File: src/rtl/gfnmf_pkg.sv
// Package with types, constants and state encodings of the form check block.
package gfnmf_pkg;

    // Field widths.
    localparam int K_W    = 64;
    localparam int BASE_W = 32;
    localparam int C_W    = 32;

    // Trial divisor width and the largest divisor tried: the 100000th prime.
    localparam int DIVR_W = 21;
    localparam logic [DIVR_W-1:0] PRIME_LIMIT = 21'd1299709;

    // Square of a trial divisor.
    localparam int DSQ_W = 2 * DIVR_W;

    // Divider retires two quotient bits per cycle.
    localparam int DIV_STEPS = K_W / 2;
    localparam int DCNT_W    = $clog2(DIV_STEPS);

    // Exponents of a 64-bit number stay below 64.
    localparam int EXP_W = 6;

    // A 64-bit number has at most 15 distinct prime factors.
    localparam int FAC_DEPTH = 16;
    localparam int FIDX_W    = $clog2(FAC_DEPTH);

    // Roots are kept exact up to 32 bits, larger ones only flagged.
    localparam int ROOT_W = 32;
    localparam int PROD_W = ROOT_W + DIVR_W;

    // Additive constants that can qualify.
    localparam logic signed [C_W-1:0] C_PLUS_ONE  = 32'sd1;
    localparam logic signed [C_W-1:0] C_MINUS_ONE = -32'sd1;

    // Divider status toward the root sequencer.
    typedef struct packed {
        logic done;
        logic rem_zero;
    } gfnmf_div_stat_t;

    // Root sequencer result toward the top level.
    typedef struct packed {
        logic              done;
        logic              big;
        logic [ROOT_W-1:0] value;
    } gfnmf_root_res_t;

    typedef enum logic [3:0] {
        R_IDLE,
        R_TRY,
        R_DIV,
        R_GCD,
        R_COF,
        R_LOAD,
        R_MUL,
        R_ACC,
        R_DONE
    } gfnmf_root_state_t;

    typedef enum logic [1:0] {
        T_IDLE,
        T_BASE,
        T_K,
        T_OUT
    } gfnmf_top_state_t;

endpackage

File: src/rtl/gfn_or_mersenne_form_check_unit.sv
// Top level: decides whether k*b^n+c is Mersenne-like or generalized-Fermat-like.
// Result: valid in the cycle after the input transfer when base is zero or c is neither
// -1 nor +1; otherwise after one or two root passes, each dividing by the trial divisors
// (2 and the odd numbers up to min(sqrt(n), 1299709)) in turn on the shared divider.
// Throughput: one item at a time; the next item is taken after the result transfer.
// Reset: synchronous, active low aresetn returns both sequencers to idle.
module gfn_or_mersenne_form_check_unit (
    input  logic                                aclk,
    input  logic                                aresetn,
    input  logic                                s_valid,
    output logic                                s_ready,
    input  logic [gfnmf_pkg::K_W-1:0]           s_k,
    input  logic [gfnmf_pkg::BASE_W-1:0]        s_base,
    input  logic signed [gfnmf_pkg::C_W-1:0]    s_sign_term,
    output logic                                m_valid,
    input  logic                                m_ready,
    output logic                                m_is_special_form
);

    gfnmf_pkg::gfnmf_top_state_t       state_reg, state_next;

    logic [gfnmf_pkg::K_W-1:0]         k_reg;
    logic                              minus_reg;
    logic [gfnmf_pkg::ROOT_W-1:0]      broot_reg;
    logic                              res_reg;

    logic                              root_start;
    logic [gfnmf_pkg::K_W-1:0]         root_n;
    gfnmf_pkg::gfnmf_root_res_t        rres;

    logic                              in_xfer;
    logic                              qualifies;
    logic                              in_minus;
    logic                              base_fail;
    logic                              k_big;
    logic                              k_ok;

    gfnmf_root u_root (
        .aclk    (aclk),
        .aresetn (aresetn),
        .start   (root_start),
        .n_in    (root_n),
        .res     (rres)
    );

    // Decode of the incoming item and of the root results.
    always_comb begin
        in_xfer   = s_valid && s_ready;
        in_minus  = (s_sign_term == gfnmf_pkg::C_MINUS_ONE);
        qualifies = (s_base != '0) && (in_minus || (s_sign_term == gfnmf_pkg::C_PLUS_ONE));
        base_fail = minus_reg && (rres.big || (rres.value != gfnmf_pkg::ROOT_W'(2)));
        k_big     = (k_reg > gfnmf_pkg::K_W'(1));
        k_ok      = !rres.big && (minus_reg ? (rres.value == gfnmf_pkg::ROOT_W'(2))
                                            : (rres.value == broot_reg));
    end

    // Next state.
    always_comb begin
        state_next = state_reg;
        unique case (state_reg)
            gfnmf_pkg::T_IDLE: begin
                if (in_xfer) state_next = qualifies ? gfnmf_pkg::T_BASE : gfnmf_pkg::T_OUT;
            end
            gfnmf_pkg::T_BASE: begin
                if (rres.done) begin
                    state_next = (!base_fail && k_big) ? gfnmf_pkg::T_K : gfnmf_pkg::T_OUT;
                end
            end
            gfnmf_pkg::T_K: if (rres.done) state_next = gfnmf_pkg::T_OUT;
            gfnmf_pkg::T_OUT: if (m_ready) state_next = gfnmf_pkg::T_IDLE;
            default: state_next = gfnmf_pkg::T_IDLE;
        endcase
    end

    // Outputs: handshakes and root launches.
    always_comb begin
        s_ready    = 1'b0;
        m_valid    = 1'b0;
        root_start = 1'b0;
        root_n     = k_reg;
        unique case (state_reg)
            gfnmf_pkg::T_IDLE: begin
                s_ready    = 1'b1;
                root_start = s_valid && qualifies;
                root_n     = {{(gfnmf_pkg::K_W - gfnmf_pkg::BASE_W){1'b0}}, s_base};
            end
            gfnmf_pkg::T_BASE: root_start = rres.done && !base_fail && k_big;
            gfnmf_pkg::T_OUT:  m_valid    = 1'b1;
            default:           root_start = 1'b0;
        endcase
        m_is_special_form = res_reg;
    end

    always_ff @(posedge aclk) begin
        if (!aresetn) begin
            state_reg <= gfnmf_pkg::T_IDLE;
        end else begin
            state_reg <= state_next;
        end
    end

    // Item registers and the result bit.
    always_ff @(posedge aclk) begin
        unique case (state_reg)
            gfnmf_pkg::T_IDLE: begin
                if (in_xfer) begin
                    k_reg     <= s_k;
                    minus_reg <= in_minus;
                    res_reg   <= 1'b0;
                end
            end
            gfnmf_pkg::T_BASE: begin
                if (rres.done) begin
                    broot_reg <= rres.value;
                    res_reg   <= !base_fail && !k_big;
                end
            end
            gfnmf_pkg::T_K: begin
                if (rres.done) res_reg <= k_ok;
            end
            default: begin
                res_reg <= res_reg;
            end
        endcase
    end

endmodule

File: src/rtl/gfnmf_div.sv
// Shared restoring divider: 64-bit dividend by a 21-bit divisor, two bits per cycle.
module gfnmf_div (
    input  logic                             aclk,
    input  logic                             aresetn,
    input  logic                             start,
    input  logic [gfnmf_pkg::K_W-1:0]        dividend,
    input  logic [gfnmf_pkg::DIVR_W-1:0]     divisor,
    output gfnmf_pkg::gfnmf_div_stat_t       stat,
    output logic [gfnmf_pkg::K_W-1:0]        quotient
);

    logic                              busy_reg;
    logic                              done_reg;
    logic [gfnmf_pkg::DCNT_W-1:0]      cnt_reg;
    logic [gfnmf_pkg::K_W-1:0]         q_reg;
    logic [gfnmf_pkg::DIVR_W-1:0]      r_reg;
    logic [gfnmf_pkg::DIVR_W-1:0]      d_reg;

    logic [gfnmf_pkg::DIVR_W:0]        t1;
    logic [gfnmf_pkg::DIVR_W:0]        t2;
    logic                              ge1;
    logic                              ge2;
    logic [gfnmf_pkg::DIVR_W-1:0]      r1;
    logic [gfnmf_pkg::DIVR_W-1:0]      r_next;
    logic [gfnmf_pkg::K_W-1:0]         q_next;

    // Two dependent restoring steps; the dividend shifts out as quotient bits shift in.
    always_comb begin
        t1     = {r_reg, q_reg[gfnmf_pkg::K_W-1]};
        ge1    = (t1 >= {1'b0, d_reg});
        r1     = ge1 ? gfnmf_pkg::DIVR_W'(t1 - {1'b0, d_reg})
                     : t1[gfnmf_pkg::DIVR_W-1:0];
        t2     = {r1, q_reg[gfnmf_pkg::K_W-2]};
        ge2    = (t2 >= {1'b0, d_reg});
        r_next = ge2 ? gfnmf_pkg::DIVR_W'(t2 - {1'b0, d_reg})
                     : t2[gfnmf_pkg::DIVR_W-1:0];
        q_next = {q_reg[gfnmf_pkg::K_W-3:0], ge1, ge2};
    end

    // Control: count the steps and pulse done after the last one.
    always_ff @(posedge aclk) begin
        if (!aresetn) begin
            busy_reg <= 1'b0;
            done_reg <= 1'b0;
            cnt_reg  <= '0;
        end else begin
            done_reg <= 1'b0;
            if (start) begin
                busy_reg <= 1'b1;
                cnt_reg  <= gfnmf_pkg::DCNT_W'(gfnmf_pkg::DIV_STEPS - 1);
            end else if (busy_reg) begin
                cnt_reg <= cnt_reg - 1'b1;
                if (cnt_reg == '0) begin
                    busy_reg <= 1'b0;
                    done_reg <= 1'b1;
                end
            end
        end
    end

    // Datapath registers.
    always_ff @(posedge aclk) begin
        if (start) begin
            q_reg <= dividend;
            r_reg <= '0;
            d_reg <= divisor;
        end else if (busy_reg) begin
            q_reg <= q_next;
            r_reg <= r_next;
        end
    end

    assign stat.done     = done_reg;
    assign stat.rem_zero = (r_reg == '0);
    assign quotient      = q_reg;

endmodule

File: src/rtl/gfnmf_root.sv
// Perfect-power root sequencer: trial division, exponent gcd and root product.
module gfnmf_root (
    input  logic                          aclk,
    input  logic                          aresetn,
    input  logic                          start,
    input  logic [gfnmf_pkg::K_W-1:0]     n_in,
    output gfnmf_pkg::gfnmf_root_res_t    res
);

    gfnmf_pkg::gfnmf_root_state_t      state_reg, state_next;

    logic [gfnmf_pkg::K_W-1:0]         n_reg;
    logic [gfnmf_pkg::K_W-1:0]         n_orig_reg;
    logic [gfnmf_pkg::DIVR_W-1:0]      d_reg;
    logic [gfnmf_pkg::DSQ_W-1:0]       dsq_reg;
    logic [gfnmf_pkg::EXP_W-1:0]       e_reg;
    logic [gfnmf_pkg::EXP_W-1:0]       g_reg;
    logic [gfnmf_pkg::EXP_W-1:0]       ga_reg;
    logic [gfnmf_pkg::EXP_W-1:0]       gb_reg;
    logic [gfnmf_pkg::FIDX_W-1:0]      cnt_reg;
    logic [gfnmf_pkg::FIDX_W-1:0]      idx_reg;
    logic [gfnmf_pkg::DIVR_W-1:0]      fac_rd_reg;
    logic [gfnmf_pkg::EXP_W-1:0]       rem_e_reg;
    logic [gfnmf_pkg::ROOT_W-1:0]      root_reg;
    logic                              big_reg;
    logic [gfnmf_pkg::PROD_W-1:0]      prod_reg;

    logic [gfnmf_pkg::DIVR_W-1:0]      fac_mem [gfnmf_pkg::FAC_DEPTH];
    logic [gfnmf_pkg::EXP_W-1:0]       exp_mem [gfnmf_pkg::FAC_DEPTH];

    logic                              div_start;
    logic [gfnmf_pkg::K_W-1:0]         div_dividend;
    gfnmf_pkg::gfnmf_div_stat_t        div_stat;
    logic [gfnmf_pkg::K_W-1:0]         div_quot;

    logic                              stop;
    logic                              last_entry;

    gfnmf_div u_div (
        .aclk     (aclk),
        .aresetn  (aresetn),
        .start    (div_start),
        .dividend (div_dividend),
        .divisor  (d_reg),
        .stat     (div_stat),
        .quotient (div_quot)
    );

    // Trial division ends once the divisor passes PRIME_LIMIT or the divisor squared exceeds n.
    assign stop       = (d_reg > gfnmf_pkg::PRIME_LIMIT) ||
                        ({{(gfnmf_pkg::K_W - gfnmf_pkg::DSQ_W){1'b0}}, dsq_reg} > n_reg);
    assign last_entry = (idx_reg == cnt_reg - 1'b1);

    // Next state.
    always_comb begin
        state_next = state_reg;
        unique case (state_reg)
            gfnmf_pkg::R_IDLE: if (start) state_next = gfnmf_pkg::R_TRY;
            gfnmf_pkg::R_TRY: begin
                state_next = stop ? gfnmf_pkg::R_COF : gfnmf_pkg::R_DIV;
            end
            gfnmf_pkg::R_DIV: begin
                if (div_stat.done && !div_stat.rem_zero) begin
                    state_next = (e_reg != '0) ? gfnmf_pkg::R_GCD : gfnmf_pkg::R_TRY;
                end
            end
            gfnmf_pkg::R_GCD: if (gb_reg == '0) state_next = gfnmf_pkg::R_TRY;
            gfnmf_pkg::R_COF: begin
                if ((n_reg > gfnmf_pkg::K_W'(1)) || (cnt_reg == '0)) begin
                    state_next = gfnmf_pkg::R_DONE;
                end else begin
                    state_next = gfnmf_pkg::R_LOAD;
                end
            end
            gfnmf_pkg::R_LOAD: state_next = gfnmf_pkg::R_MUL;
            gfnmf_pkg::R_MUL: begin
                if (rem_e_reg != '0) begin
                    state_next = gfnmf_pkg::R_ACC;
                end else begin
                    state_next = last_entry ? gfnmf_pkg::R_DONE : gfnmf_pkg::R_LOAD;
                end
            end
            gfnmf_pkg::R_ACC: begin
                state_next = (prod_reg[gfnmf_pkg::PROD_W-1:gfnmf_pkg::ROOT_W] != '0)
                           ? gfnmf_pkg::R_DONE : gfnmf_pkg::R_MUL;
            end
            // A new pass may start straight from the done state.
            gfnmf_pkg::R_DONE: state_next = start ? gfnmf_pkg::R_TRY : gfnmf_pkg::R_IDLE;
            default:           state_next = gfnmf_pkg::R_IDLE;
        endcase
    end

    // Outputs: divider launches and the result.
    always_comb begin
        div_start    = 1'b0;
        div_dividend = n_reg;
        unique case (state_reg)
            gfnmf_pkg::R_TRY: div_start = !stop;
            gfnmf_pkg::R_DIV: begin
                div_start    = div_stat.done && div_stat.rem_zero;
                div_dividend = div_quot;
            end
            default: div_start = 1'b0;
        endcase
        res.done  = (state_reg == gfnmf_pkg::R_DONE);
        res.big   = big_reg;
        res.value = root_reg;
    end

    always_ff @(posedge aclk) begin
        if (!aresetn) begin
            state_reg <= gfnmf_pkg::R_IDLE;
        end else begin
            state_reg <= state_next;
        end
    end

    // Datapath, stepped by the sequencer state.
    always_ff @(posedge aclk) begin
        unique case (state_reg)
            gfnmf_pkg::R_IDLE, gfnmf_pkg::R_DONE: begin
                if (start) begin
                    n_reg      <= n_in;
                    n_orig_reg <= n_in;
                    d_reg      <= gfnmf_pkg::DIVR_W'(2);
                    dsq_reg    <= gfnmf_pkg::DSQ_W'(4);
                    e_reg      <= '0;
                    g_reg      <= '0;
                    cnt_reg    <= '0;
                    root_reg   <= gfnmf_pkg::ROOT_W'(1);
                    big_reg    <= 1'b0;
                end
            end
            gfnmf_pkg::R_DIV: begin
                if (div_stat.done) begin
                    if (div_stat.rem_zero) begin
                        n_reg <= div_quot;
                        e_reg <= e_reg + 1'b1;
                    end else begin
                        // Record a found factor and move to the next odd divisor.
                        if (e_reg != '0) begin
                            fac_mem[cnt_reg] <= d_reg;
                            exp_mem[cnt_reg] <= e_reg;
                            cnt_reg          <= cnt_reg + 1'b1;
                            ga_reg           <= g_reg;
                            gb_reg           <= e_reg;
                        end
                        e_reg <= '0;
                        if (d_reg == gfnmf_pkg::DIVR_W'(2)) begin
                            d_reg   <= gfnmf_pkg::DIVR_W'(3);
                            dsq_reg <= gfnmf_pkg::DSQ_W'(9);
                        end else begin
                            d_reg   <= d_reg + gfnmf_pkg::DIVR_W'(2);
                            dsq_reg <= dsq_reg + gfnmf_pkg::DSQ_W'({d_reg, 2'b00})
                                               + gfnmf_pkg::DSQ_W'(4);
                        end
                    end
                end
            end
            gfnmf_pkg::R_GCD: begin
                // Subtractive gcd of the running gcd and the new exponent.
                if (gb_reg == '0) begin
                    g_reg <= ga_reg;
                end else if (ga_reg >= gb_reg) begin
                    ga_reg <= ga_reg - gb_reg;
                end else begin
                    ga_reg <= gb_reg;
                    gb_reg <= ga_reg;
                end
            end
            gfnmf_pkg::R_COF: begin
                // A leftover cofactor forces gcd one, so the root is the number itself.
                if (n_reg > gfnmf_pkg::K_W'(1)) begin
                    root_reg <= n_orig_reg[gfnmf_pkg::ROOT_W-1:0];
                    big_reg  <= (n_orig_reg[gfnmf_pkg::K_W-1:gfnmf_pkg::ROOT_W] != '0);
                end
                idx_reg <= '0;
            end
            gfnmf_pkg::R_LOAD: begin
                fac_rd_reg <= fac_mem[idx_reg];
                rem_e_reg  <= exp_mem[idx_reg];
            end
            gfnmf_pkg::R_MUL: begin
                // One multiply for each g of the exponent.
                if (rem_e_reg == '0) begin
                    idx_reg <= idx_reg + 1'b1;
                end else begin
                    prod_reg  <= gfnmf_pkg::PROD_W'(root_reg) * gfnmf_pkg::PROD_W'(fac_rd_reg);
                    rem_e_reg <= rem_e_reg - g_reg;
                end
            end
            gfnmf_pkg::R_ACC: begin
                root_reg <= prod_reg[gfnmf_pkg::ROOT_W-1:0];
                big_reg  <= (prod_reg[gfnmf_pkg::PROD_W-1:gfnmf_pkg::ROOT_W] != '0);
            end
            default: begin
                big_reg <= big_reg;
            end
        endcase
    end

endmodule

File: config.mk
export PLATFORM = sky130hd
export DESIGN_NAME = gfn_or_mersenne_form_check_unit
export DESIGN_NICKNAME = d
export VERILOG_FILES = /design/src/rtl/gfnmf_pkg.sv /design/src/rtl/gfn_or_mersenne_form_check_unit.sv /design/src/rtl/gfnmf_div.sv /design/src/rtl/gfnmf_root.sv
export SDC_FILE = /design/constraint.sdc
export NUM_CORES = 2
export LEC_CHECK = 0
export ABC_AREA = 1
export BUFFER_PORTS_ARGS = -buffer_cell sky130_fd_sc_hd__buf_4
export CAP_MARGIN = 20
export CORE_ASPECT_RATIO = 1.2
export CORE_MARGIN = 2
export CORE_UTILIZATION = 60
export CTS_BUF_LIST = sky130_fd_sc_hd__clkbuf_4
export DETAILED_ROUTE_END_ITERATION = 8
export PLACE_DENSITY = 0.88
export SKIP_LAST_GASP = 1
export SLEW_MARGIN = 0
export SYNTH_ARGS = -nofsm -noshare
export SYNTH_HDL_FRONTEND = slang
export SYNTH_SLANG_ARGS = --single-unit
export TNS_END_PERCENT = 30
File: constraint.sdc
create_clock -name aclk -period 7.9 [get_ports aclk]
set_clock_uncertainty 0.05 [all_clocks]
set_input_delay 0.395 -clock aclk [delete_from_list [all_inputs] [get_ports aclk]]
set_output_delay 0.395 -clock aclk [all_outputs]
set_load 0.02 [all_outputs]
==> summary.md <==
| Metric | Value |
|---|---|
| Worst endpoint required time | 8700 ps |
| Die width | 313 microns |
| Overflow after GRT | 0 |
| Die height | 375 microns |
| Max FO, Critical Path | 19 |
| Avg WL per Cell | 21.0 microns |
| Largest registers | u_root.fac_mem: 336 flops, u_root.exp_mem: 96 flops |
| Yosys top cell area share | 0.415 |
| Number of enable flip-flop cells after synthesis | 950 |
| Detailed Routing Iterations Pass 1 | 6 |
| Pin count of the biggest net entering global routing | 119 |
| Worst setup SP type | register |
| CTS Root Cell | clkbuf_4 |
| Max Cap Viol | 0 |
| Worst path cell trace | buf_4, nand2_1, fa_1, fa_1, fa_1, fa_1, fa_1, fa_1, fa_1, inv_1, ha_1, nand2_1, nor2_1, inv_1, nor2_1, inv_1, nor4_1, a21oi_1, o21ai_0, xor2_1 |
| Max reg flops | 336 |
| Most frequent cells in the layout | nand2_1, inv_1, edfxtp_1 |
| Hold/Removal Path Class | in2reg |
| Cell taking the most area after synthesis | edfxtp_1 |
| CTS Buf Count | 228 |
| P_leak | 35.6 nW |
| Total Routed Length | 199 mm |
| First-pass GRT wire length | 309 mm |
| I/O Buffers | 134 |
| Share of flip-flops with an asynchronous set or reset | 0 |
| Clock Pin Slew Worst Setup and Hold Paths | 90 ps |
| Crit-path most repeated cell | fa_1 |
| Initial antenna violation count | 14 |
| Clock buffer depth | 3 |
| Max transition margin | 0.119 |
| Final hold vios | 0 |
| Post-DRT Antenna Nets | 0 |
| Initial Util | 0.603 |
| #FFs+latches synth | 988 |
| Die ar. | 117000 sq um |
| Top Ports | 135 |
| Layout cells sized above 1 | 0.0909 |
| GP Congestion | 1.01 |
| Clock Sinks | 988 |
| Slowest stage cell, crit path | edfxtp_1 |
| Finished Core Util | 0.674 |
| Actual slew at the worst max-slew pin | 1310 ps |
| Kind of critical path | reg2reg |
| Critical path endpoint category | register |
| Crit path max-delay family | adder cells |
| Worst Path Arrival | 8410 ps |
| Area Overhead vs Synth | 11.9% |
| CTS H-Tree Depth | 4 |
| Top reg by flops | u_root.fac_mem |
| Tcrit/Tclk final | 0.963 |
| Worst stage delay on the critical path | 890 ps |
| Hpwl dp | 142 mm |
| CP bufs+invs | 4 |
| Netlist cell types | 58 |
| Num rows | 136 |
| Final setup viols | 0 |
| DRT iter0 DRCs | 6491 |
| Syn. warnings | 0 |
| Post-synthesis cell count | 7343 |
| Gr usage total | 0.342 |
| Vias | 55100 |
| Area contributors post-synth | edfxtp_1, fa_1, nand2_1 |
| Power Density | 148 nW/um^2 |
| Remaining DRCs | 0 |
| Most common cell after layout, fill and taps aside | nand2_1 |
| Mean post-synth cell area | 9.36 sq um |
| Worst VDD drop | 0.188 mV |
| Post-synthesis sequential area ratio | 0.426 |
| Mapped cell area | 68700 sq um |
| # resized after CTS | 0 |
| Skew-Pair Late Insertion Delay | 1190 ps |
| Nets | 8770 |
| Post-Route Setup TNS | 0 ps |
| Status | finished, final reports clean |
| Drt via density | 5.83 |
| Syn nets | 8362 |
| CTS tree | built |
| Vias in the first global route | 57300 |
| Core region area | 114000 sq um |
| Slew Viols, Final | 0 |
| Main synth FF type | edfxtp_1 |
| Final Critical Period | 7600 ps |
| Max frequency | 132 MHz |
| RSZ-0062 raised after global routing | false |
## final cells by class
class / instances / area [sq um]
antenna: 6 / 15.0
clock buffer: 314 / 2360
clock inverter: 97 / 622
fill: 8191 / 37100
inverter: 1520 / 5710
multi-input combinational: 4549 / 32800
sequential: 988 / 29300
tap: 1518 / 1900
timing repair buffer: 464 / 4210
## Yosys cell counts (4+ instances only)
cell / number
a21oi_1: 208
clkbuf_1: 254
ha_1: 315
o21bai_1: 25
a31oi_1: 16
or2_2: 15
nand3_1: 164
o22ai_1: 27
buf_4: 8
o21a_1: 7
nand3b_1: 8
a21o_1: 18
a211oi_1: 6
nand4_1: 85
nand2_1: 1561
or2_0: 15
and3_1: 4
nor4_1: 35
inv_1: 1515
o221ai_1: 84
buf_1: 10
a22o_1: 31
o21ai_0: 482
inv_2: 4
dfxtp_1: 38
xnor2_1: 41
o21ai_1: 21
edfxtp_1: 950
nor3_1: 46
buf_2: 11
o211ai_1: 26
a21oi_2: 18
a21boi_0: 8
xor2_1: 79
fa_1: 572
nor2_1: 599
## stage by stage
stage	setup WS [ps]	power, mW	instance area [sq um]	std cells	hold WS, ps
after detailed placement	233	7.10	71800	8842	419
after floorplan	1510	6.63	68700	7343	393
final	296	11.4	76900	9456	187
after global routing	5.33	11.7	76900	9455	157
after global placement	369	7.06	71600	8835	416
after CTS	169	11.3	76500	9427	83.1
## tightest hold or removal path: stages
cell     delay, ps
buf_4           80
nor2_1          30
nand4_1         60
nor2_1          40
nand2_1         60
nand2_1        150
nand3_1        160
nand3_1        100
nand3_1        100
nor2_1          60
nand2_1         60
a21oi_1         50
## layer usage
layer  GRT usage  wire (microns)
met1       0.392           66200
met5           0              51
met3      0.0756           20700
met4       0.213           13600
met2       0.581           98400
## logic make-up after synthesis
logic type                 synth area share
DFF                                   0.426
xor gates and xnor gates             0.0153
and+or+nand+nor                       0.151
AOI/OAI and AO/OA                    0.0838
buffers and inverters                0.0996
adders and majority gates             0.224
## power breakdown
part,switching [mW],internal [mW]
Sequential,0.0415,5.87
Clock,2.21,2.04
Combinational,0.857,0.358
Total,3.10,8.27
## final timing paths
kind	startpoint	to	slack [ps]	cells past startpoint
worst min-delay path	s_sign_term[15]	u_root.state_reg[1]	190	12
worst min register to register	u_root.u_div.r_reg[6]	u_root.u_div.r_reg[6]	430	2
worst max-delay path	u_root.fac_rd_reg[20]	u_root.prod_reg[30]	300	20
worst max register to register	u_root.fac_rd_reg[20]	u_root.prod_reg[30]	300	20
## what timing repair did
item / 4_1_cts / 5_1_grt
setup endpoints to repair: 0 / 2
buffers inserted: 0 / 12
endpoints found under the hold margin: 143 / 0
hold buffers: 174 / 0
Note: power is estimated with default switching activity, not from simulation.
